--- src/design/cllp_pkg.sv ---
// Shared types and constants for the cursor linked list pool.
// Holds the pool geometry, operation and status codes, the controller states
// and the link table write request. Depends on nothing.
package cllp_pkg;

	localparam int SLOTS     = 8;
	localparam int SLOT_W    = $clog2(SLOTS);
	localparam int HEAD_SLOT = SLOTS - 1;
	localparam int CAPACITY  = SLOTS - 2;
	localparam int OP_W      = 2;
	localparam int POS_W     = 3;
	localparam int LEN_W     = 3;
	localparam int STAT_W    = 2;
	localparam int PART_W    = 32;

	typedef enum logic [OP_W-1:0] {
		OP_INSERT = 2'd0,
		OP_DELETE = 2'd1,
		OP_READ   = 2'd2,
		OP_NONE   = 2'd3
	} op_t;

	typedef enum logic [STAT_W-1:0] {
		ST_DONE  = 2'd0,
		ST_RANGE = 2'd1,
		ST_FULL  = 2'd2,
		ST_SPARE = 2'd3
	} status_t;

	typedef enum logic [3:0] {
		S_IDLE,
		S_WALK,
		S_INS_A,
		S_INS_B,
		S_INS_C,
		S_INS_D,
		S_DEL_A,
		S_DEL_B,
		S_DEL_C,
		S_DEL_D,
		S_RD_A,
		S_RD_B,
		S_FINISH
	} state_t;

	typedef struct packed {
		logic              en;
		logic [SLOT_W-1:0] addr;
		logic [SLOT_W-1:0] data;
	} link_wr_t;

endpackage

--- src/design/cllp_link_table.sv ---
// Link table of the pool: one link per slot, held in flip-flops.
// Reset builds the free chain through the middle slots and an empty list.
// Depends on cllp_pkg.
module cllp_link_table import cllp_pkg::*; (
	input  logic              clk,
	input  logic              arst_n,
	input  logic [SLOT_W-1:0] rd_addr,
	output logic [SLOT_W-1:0] rd_data,
	input  link_wr_t          wr
);

	logic [SLOT_W-1:0] link_q [SLOTS];

	always_ff @(posedge clk or negedge arst_n) begin
		if (!arst_n) begin
			for (int i = 0; i < SLOTS; i++) begin
				if (i + 1 < HEAD_SLOT) begin
					link_q[i] <= SLOT_W'(i + 1);
				end else begin
					link_q[i] <= '0;
				end
			end
		end else if (wr.en) begin
			link_q[wr.addr] <= wr.data;
		end
	end

	assign rd_data = link_q[rd_addr];

endmodule

--- src/design/cursor_linked_list_pool.sv ---
// Top level of the cursor linked list pool: controller, value store and result register.
// Uses cllp_pkg and cllp_link_table.
//
//  channel | handshake            | payload
//  --------+----------------------+------------------------------------------
//  in      | in_valid / in_stall  | op, position, real_part, imag_part
//  out     | out_valid / out_stall| status, value_real, value_imag, list_length
//
// One request at a time; the link table is read once per cycle, one link per step of the walk.
// The result register lets a request be taken while the previous result still waits.
// A stalled result holds the controller in its last state until the result is taken.
// Reset is asynchronous and leaves an empty list with every spare slot on the free chain.
module cursor_linked_list_pool import cllp_pkg::*; (
	input  logic                     clk,
	input  logic                     arst_n,
	input  logic                     in_valid,
	output logic                     in_stall,
	input  logic [OP_W-1:0]          op,
	input  logic [POS_W-1:0]         position,
	input  logic signed [PART_W-1:0] real_part,
	input  logic signed [PART_W-1:0] imag_part,
	output logic                     out_valid,
	input  logic                     out_stall,
	output logic [STAT_W-1:0]        status,
	output logic signed [PART_W-1:0] value_real,
	output logic signed [PART_W-1:0] value_imag,
	output logic [LEN_W-1:0]         list_length
);

	state_t                state_q, state_d;
	op_t                   op_q;
	logic [POS_W-1:0]      rem_q;
	logic [SLOT_W-1:0]     k_q;
	logic [SLOT_W-1:0]     slot_q;
	logic [LEN_W-1:0]      count_q;
	status_t               stat_q;
	logic [2*PART_W-1:0]   data_q;
	logic [2*PART_W-1:0]   val_q;
	logic [2*PART_W-1:0]   rdata_q;
	logic [2*PART_W-1:0]   value_mem [SLOTS];
	logic [SLOT_W-1:0]     val_raddr;

	logic                  out_valid_q;
	logic [STAT_W-1:0]     status_q;
	logic [PART_W-1:0]     value_real_q;
	logic [PART_W-1:0]     value_imag_q;
	logic [LEN_W-1:0]      list_length_q;

	logic [SLOT_W-1:0]     lk_raddr;
	logic [SLOT_W-1:0]     lk_rdata;
	link_wr_t              lk_wr;

	logic                  accept;
	logic                  load_out;
	logic                  pos_nz;
	logic                  ins_ok;
	logic                  sel_ok;
	logic                  full;

	cllp_link_table u_links (
		.clk     (clk),
		.arst_n  (arst_n),
		.rd_addr (lk_raddr),
		.rd_data (lk_rdata),
		.wr      (lk_wr)
	);

	assign accept   = in_valid && (state_q == S_IDLE);
	assign load_out = (state_q == S_FINISH) && (!out_valid_q || !out_stall);
	assign pos_nz   = (position != '0);
	assign full     = ({1'b0, count_q} >= (LEN_W+1)'(CAPACITY));
	assign ins_ok   = pos_nz && ({1'b0, position} <= ({1'b0, count_q} + 1'b1));
	assign sel_ok   = pos_nz && ({1'b0, position} <= {1'b0, count_q});

	always_ff @(posedge clk or negedge arst_n) begin
		if (!arst_n) begin
			state_q <= S_IDLE;
		end else begin
			state_q <= state_d;
		end
	end

	always_comb begin
		state_d   = state_q;
		lk_raddr  = k_q;
		lk_wr     = '0;
		val_raddr = k_q;
		case (state_q)
			S_IDLE: begin
				if (in_valid) begin
					state_d = S_FINISH;
					case (op)
						OP_INSERT: if (!full && ins_ok) state_d = S_WALK;
						OP_DELETE: if (sel_ok) state_d = S_WALK;
						OP_READ:   if (sel_ok) state_d = S_WALK;
						default:   state_d = S_FINISH;
					endcase
				end
			end
			S_WALK: begin
				if (rem_q == '0) begin
					case (op_q)
						OP_INSERT: state_d = S_INS_A;
						OP_DELETE: state_d = S_DEL_A;
						default:   state_d = S_RD_A;
					endcase
				end
			end
			S_INS_A: begin
				lk_raddr = '0;
				state_d  = S_INS_B;
			end
			S_INS_B: begin
				lk_raddr = slot_q;
				lk_wr    = '{en: 1'b1, addr: '0, data: lk_rdata};
				state_d  = S_INS_C;
			end
			S_INS_C: begin
				lk_wr   = '{en: 1'b1, addr: slot_q, data: lk_rdata};
				state_d = S_INS_D;
			end
			S_INS_D: begin
				lk_wr   = '{en: 1'b1, addr: k_q, data: slot_q};
				state_d = S_FINISH;
			end
			S_DEL_A: begin
				state_d = S_DEL_B;
			end
			S_DEL_B: begin
				lk_raddr  = slot_q;
				val_raddr = slot_q;
				lk_wr     = '{en: 1'b1, addr: k_q, data: lk_rdata};
				state_d   = S_DEL_C;
			end
			S_DEL_C: begin
				lk_raddr = '0;
				lk_wr    = '{en: 1'b1, addr: slot_q, data: lk_rdata};
				state_d  = S_DEL_D;
			end
			S_DEL_D: begin
				lk_wr   = '{en: 1'b1, addr: '0, data: slot_q};
				state_d = S_FINISH;
			end
			S_RD_A: begin
				state_d = S_RD_B;
			end
			S_RD_B: begin
				state_d = S_FINISH;
			end
			S_FINISH: begin
				if (!out_valid_q || !out_stall) state_d = S_IDLE;
			end
			default: begin
				state_d = S_IDLE;
			end
		endcase
	end

	assign in_stall = (state_q != S_IDLE);

	always_ff @(posedge clk) begin
		if (state_q == S_INS_B) begin
			value_mem[slot_q] <= data_q;
		end
		rdata_q <= value_mem[val_raddr];
	end

	always_ff @(posedge clk) begin
		case (state_q)
			S_IDLE: begin
				if (accept) begin
					op_q   <= op_t'(op);
					data_q <= {imag_part, real_part};
					val_q  <= '0;
					k_q    <= SLOT_W'(HEAD_SLOT);
					if (op == OP_READ) begin
						rem_q <= position;
					end else begin
						rem_q <= position - 1'b1;
					end
					stat_q <= ST_RANGE;
					case (op)
						OP_INSERT: begin
							if (full) begin
								stat_q <= ST_FULL;
							end else if (ins_ok) begin
								stat_q <= ST_DONE;
							end
						end
						OP_DELETE: if (sel_ok) stat_q <= ST_DONE;
						OP_READ:   if (sel_ok) stat_q <= ST_DONE;
						default:   stat_q <= ST_RANGE;
					endcase
				end
			end
			S_WALK: begin
				if (rem_q != '0) begin
					k_q   <= lk_rdata;
					rem_q <= rem_q - 1'b1;
				end
			end
			S_INS_A: slot_q <= lk_rdata;
			S_DEL_A: slot_q <= lk_rdata;
			S_DEL_C: val_q  <= rdata_q;
			S_RD_B:  val_q  <= rdata_q;
			default: begin
			end
		endcase
	end

	always_ff @(posedge clk or negedge arst_n) begin
		if (!arst_n) begin
			count_q <= '0;
		end else if (state_q == S_INS_D) begin
			count_q <= count_q + 1'b1;
		end else if (state_q == S_DEL_D) begin
			count_q <= count_q - 1'b1;
		end
	end

	always_ff @(posedge clk or negedge arst_n) begin
		if (!arst_n) begin
			out_valid_q <= 1'b0;
		end else if (load_out) begin
			out_valid_q <= 1'b1;
		end else if (!out_stall) begin
			out_valid_q <= 1'b0;
		end
	end

	always_ff @(posedge clk) begin
		if (load_out) begin
			status_q      <= stat_q;
			value_real_q  <= val_q[PART_W-1:0];
			value_imag_q  <= val_q[2*PART_W-1:PART_W];
			list_length_q <= count_q;
		end
	end

	assign out_valid   = out_valid_q;
	assign status      = status_q;
	assign value_real  = value_real_q;
	assign value_imag  = value_imag_q;
	assign list_length = list_length_q;

`ifndef SYNTHESIS
	a_accept_busy: assert property (@(posedge clk) disable iff (!arst_n)
		accept |=> (state_q != S_IDLE))
		else $error("controller stayed idle after taking a request");

	a_count_bound: assert property (@(posedge clk) disable iff (!arst_n)
		({1'b0, count_q} <= (LEN_W+1)'(CAPACITY)))
		else $error("entry count beyond capacity");

	a_count_step: assert property (@(posedge clk) disable iff (!arst_n)
		(count_q != $past(count_q)) |->
		((count_q == $past(count_q) + 1'b1) || (count_q == $past(count_q) - 1'b1)))
		else $error("entry count moved by more than one");

	a_slot_distinct: assert property (@(posedge clk) disable iff (!arst_n)
		(state_q == S_INS_D) |-> (k_q != slot_q))
		else $error("new slot equals the predecessor slot");
`endif

endmodule

--- config.mk ---
export PLATFORM = sky130hd
export DESIGN_NAME = cursor_linked_list_pool
export DESIGN_NICKNAME = d
export VERILOG_FILES = /design/src/design/cllp_pkg.sv /design/src/design/cllp_link_table.sv /design/src/design/cursor_linked_list_pool.sv
export SDC_FILE = /design/constraint.sdc
export NUM_CORES = 1
export LEC_CHECK = 0
export BUFFER_PORTS_ARGS = -buffer_cell sky130_fd_sc_hd__buf_2
export CAP_MARGIN = 40
export CELL_PAD_IN_SITES_DETAIL_PLACEMENT = 1
export CELL_PAD_IN_SITES_GLOBAL_PLACEMENT = 2
export CORE_MARGIN = 8
export CORE_UTILIZATION = 40
export DETAILED_ROUTE_END_ITERATION = 16
export GPL_TIMING_DRIVEN = 0
export PLACE_DENSITY_LB_ADDON = 0.1
export SLEW_MARGIN = 30
export SYNTH_ARGS = -nofsm -noshare
export SYNTH_HDL_FRONTEND = slang
export SYNTH_SLANG_ARGS = --single-unit
--- constraint.sdc ---
create_clock -name clk -period 8.5 [get_ports clk]
set_input_delay 0.85 -clock clk [delete_from_list [all_inputs] [get_ports clk]]
set_output_delay 0.85 -clock clk [all_outputs]
set_load 0.01 [all_outputs]
==> qor.csv <==
stage,metric,value,unit
run_status,status,finished clean,
critical_path,CP required,8830,ps
critical_path,crit path max fanout,10,
place,Setup Slack @ Placement,4970,ps
route,Metal-1 WL,30900,um
clock_network,clock buffer count from CTS,89,
timing,worst-margin pin slew,838,ps
power_and_ir_drop,combinational fraction of design power,21.2,%
power_and_ir_drop,sw power,0.00331,W
synth,sequential area share after synthesis,79.2,%
power_and_ir_drop,P_leak,12.2,nW
critical_path,worst r2r src,state_q[0],
power_and_ir_drop,Reg power frac,46.3,%
final_layout,area delta synth->final,20.6,%
clock_network,clock slew at reported path FFs,60,ps
clock_network,"Clk Latency, worst-skew pair",640,ps
route,Detail Route Antenna Nets,0,
floorplan,Die W,290,um
synth,Seq cells post-synth,818,
route,residual DRC count,0,
place,gp weighted congestion,0.749,
global_routing,first-pass GRT wire length,101000,um
power_and_ir_drop,Sw Ratio,28.0,%
clock_network,CTS hold repair buffers,0,
power_and_ir_drop,clock group share of total power,32.5,%
final_layout,share of cells above drive strength 1,33.8,%
global_routing,largest net degree at the start of global routing,46,
final_layout,non-filler instance count after layout,2762,
clock_network,"Setup Fix Bufs, Post-CTS",0,
timing,fmax,281,MHz
power_and_ir_drop,Power Internal,0.00851,W
global_routing,grt total ovfl,0,
clock_network,Num Clock Sinks,818,
final_layout,FILL cells,6721,
synth,Post-Syn Instances,1417,
route,1st-iter DRT viols,871,
clock_network,clk root buf,clkbuf_16,
route,WL per Instance,24.4,um
critical_path,Reg-to-Reg End,value_mem[1][28],
global_routing,initial antenna violation count,2,
floorplan,Die Y,290,um
timing,final hold violations,0,
clock_network,TritonCTS clock tree,built,
route,top routing layer used,met4,
final_layout,Final Util,48.6,%
floorplan,# IOs,144,
final_layout,Reg area,0.0238,sq mm
timing,unrepaired setup endpoints after global routing,no,
timing,Final min period,3560,ps
synth,ys async rst share,3.91,%
floorplan,Core Region,0.0744,sq mm
final_layout,Multi-input gate area,0.00594,sq mm
synth,Post-synth EDFFs,722,
timing,setup ws final,4940,ps
floorplan,Die Area,0.0841,sq mm
global_routing,vias in the first global route,15400,
final_layout,"most common cell after layout, fill and taps aside",edfxtp_1,
clock_network,Resize count post-CTS,0,
synth,Mapped Nets,1506,
place,Final HPWL DP,44100,um
worst_hold_path,Hold Path Class,in2async,
synth,Synth cell types,63,
power_and_ir_drop,pwr/cell area,327,mW/mm^2
final_layout,most frequent cells in the layout,"edfxtp_1, buf_2, mux4_2",
global_routing,gr usage total,15.9,%
route,Routed WL,67400,um
final_layout,diode count,0,
route,Avg Vias per Cell,5.13,
place,dpl cells,2592,
synth,dominant synthesized flop cell,edfxtp_1,
timing,Max-Slew Margin vs Limit,43.5,%
critical_path,FF-to-FF path depth,10,
place,IO Port Bufs,143,
flow_run,maxcap violations,0,
route,DR vias,14200,
route,DR pass1 iterations,6,
synth,Ys Warns,0,
timing,final setup fails,0,
critical_path,Critical Path AT,3890,ps
timing,Final period util,41.9,%
synth,synthesized area per cell,21.2,sq um
power_and_ir_drop,worst-case vdd ir drop,0.000157,V
timing,Worst Hold Margin,51.5,ps
critical_path,CP Class,reg2reg,
critical_path,crit start category,flop,
route,wire length on met2,32600,um
critical_path,flop-to-flop setup slack,4940,ps
timing,clock skew,19.6,ps
clock_network,Clock Tree Buf Depth,3,
route,wire length on met3,2370,um
synth,Post-Syn Area,0.0300,sq mm
final_layout,Total Nets Final,1806,
critical_path,CP Capture Type,flop,
floorplan,row count,100,
timing,max-slew violations,0,
clock_network,CTS HTree Levels,3,
floorplan,Initial Utilization,40.3,%
timing,Fin Setup TNS,0,ps
## power by group through the flow
stage          clock network, W  logic (W)  registers (W)
2_1_floorplan                 0    0.00166        0.00546
3_3_place_gp                  0    0.00240        0.00559
3_5_place_dp                  0    0.00255        0.00557
4_1_cts                 0.00396    0.00256        0.00549
5_1_grt                 0.00409    0.00274        0.00554
6_report                0.00384    0.00251        0.00547
## state kept, by name (all words and copies together) (netlist names), 4 cells and up
name	flops
value_imag	32
val_q	64
state_q	4
u_links.link_q	24
data_q	64
value_mem	512
rdata_q	64
value_real	32
## metal layers
layer	vias to the layer above	track usage, %
met5	-	0
met3	106	2.82
met4	0	3.92
met1	7508	22.0
li1	6311	-
met2	245	26.3
## Yosys cell counts, types with 2 or more instances
| master | count | area [sq um] |
|---|---|---|
| xnor2_1 | 5 | 43.8 |
| nand2_1 | 25 | 93.8 |
| a31oi_1 | 3 | 18.8 |
| o21ai_1 | 19 | 95.1 |
| o211ai_1 | 2 | 15.0 |
| inv_1 | 22 | 82.6 |
| and2_1 | 73 | 457 |
| buf_4 | 11 | 82.6 |
| ha_1 | 15 | 188 |
| nor3_1 | 6 | 30.0 |
| a222oi_1 | 2 | 20.0 |
| nand2b_1 | 5 | 31.3 |
| dfxtp_1 | 64 | 1280 |
| a221o_1 | 3 | 30.0 |
| o2111ai_4 | 3 | 78.8 |
| nor2_1 | 21 | 78.8 |
| o22ai_1 | 6 | 37.5 |
| mux4_2 | 128 | 2880 |
| or3_1 | 3 | 18.8 |
| o31ai_1 | 3 | 22.5 |
| edfxtp_1 | 722 | 21700 |
| a21oi_1 | 13 | 65.1 |
| clkbuf_1 | 26 | 97.6 |
| nor3_2 | 3 | 30.0 |
| buf_2 | 11 | 55.1 |
| mux2i_1 | 27 | 270 |
| a22oi_1 | 4 | 30.0 |
| o21ai_0 | 22 | 110 |
| dfstp_2 | 9 | 236 |
| o21a_1 | 4 | 30.0 |
| a2bb2oi_1 | 2 | 17.5 |
| buf_1 | 6 | 22.5 |
| nand3_1 | 23 | 115 |
| nor2b_1 | 3 | 18.8 |
| dfrtp_1 | 23 | 576 |
| mux2_2 | 64 | 721 |
| or2_2 | 2 | 12.5 |
| mux2_4 | 3 | 45.0 |
| o22a_1 | 3 | 26.3 |
| buf_6 | 5 | 56.3 |
## area by class of cell
cell class | count | share of cell area [%]
plain buffers | 59 | 0.867
clock buffers | 117 | 6.75
clock inverters | 50 | 1.40
inverters | 22 | 0.242
multi-input cells | 518 | 16.4
flip-flops and latches | 818 | 65.7
well taps | 969 | 3.35
repair buffers | 209 | 5.31
## worst max-delay path by stage
stage          startpoint                to  slack, ps
5_1_grt        state_q[0]  value_mem[1][26]       4710
6_report       state_q[0]  value_mem[1][28]       4940
3_5_place_dp   state_q[0]  value_mem[1][25]       4970
2_1_floorplan  state_q[3]   value_mem[0][0]       2240
3_3_place_gp   state_q[3]  value_mem[0][25]      -3430
4_1_cts        state_q[0]  value_mem[1][23]       4920
## kinds of logic after synthesis
group / synth area share (%)
adder cells (fa/ha/maj): 0.692
flip-flops: 79.2
AND/OR/NAND/NOR: 3.30
AO/OA/AOI/OAI: 2.28
XOR/XNOR: 0.146
buffers and inverters: 1.32
multiplexers: 13.1
## per-stage QoR
stage	power [W]	instance area (sq um)
2_1_floorplan	0.00712	30000
3_3_place_gp	0.00800	32000
3_5_place_dp	0.00812	33200
4_1_cts	0.0120	36200
5_1_grt	0.0124	36200
6_report	0.0118	36200
## critical path, stage by stage (launching register included)
cell and delay, ps:
dfrtp_1 360, buf_2 230, buf_1 450, nand4_1 480
nor3_2 670, buf_6 220, buf_4 170, buf_4 170
buf_6 150, buf_6 150, buf_4 190
No activity file was read; power rests on OpenSTA's default activity.
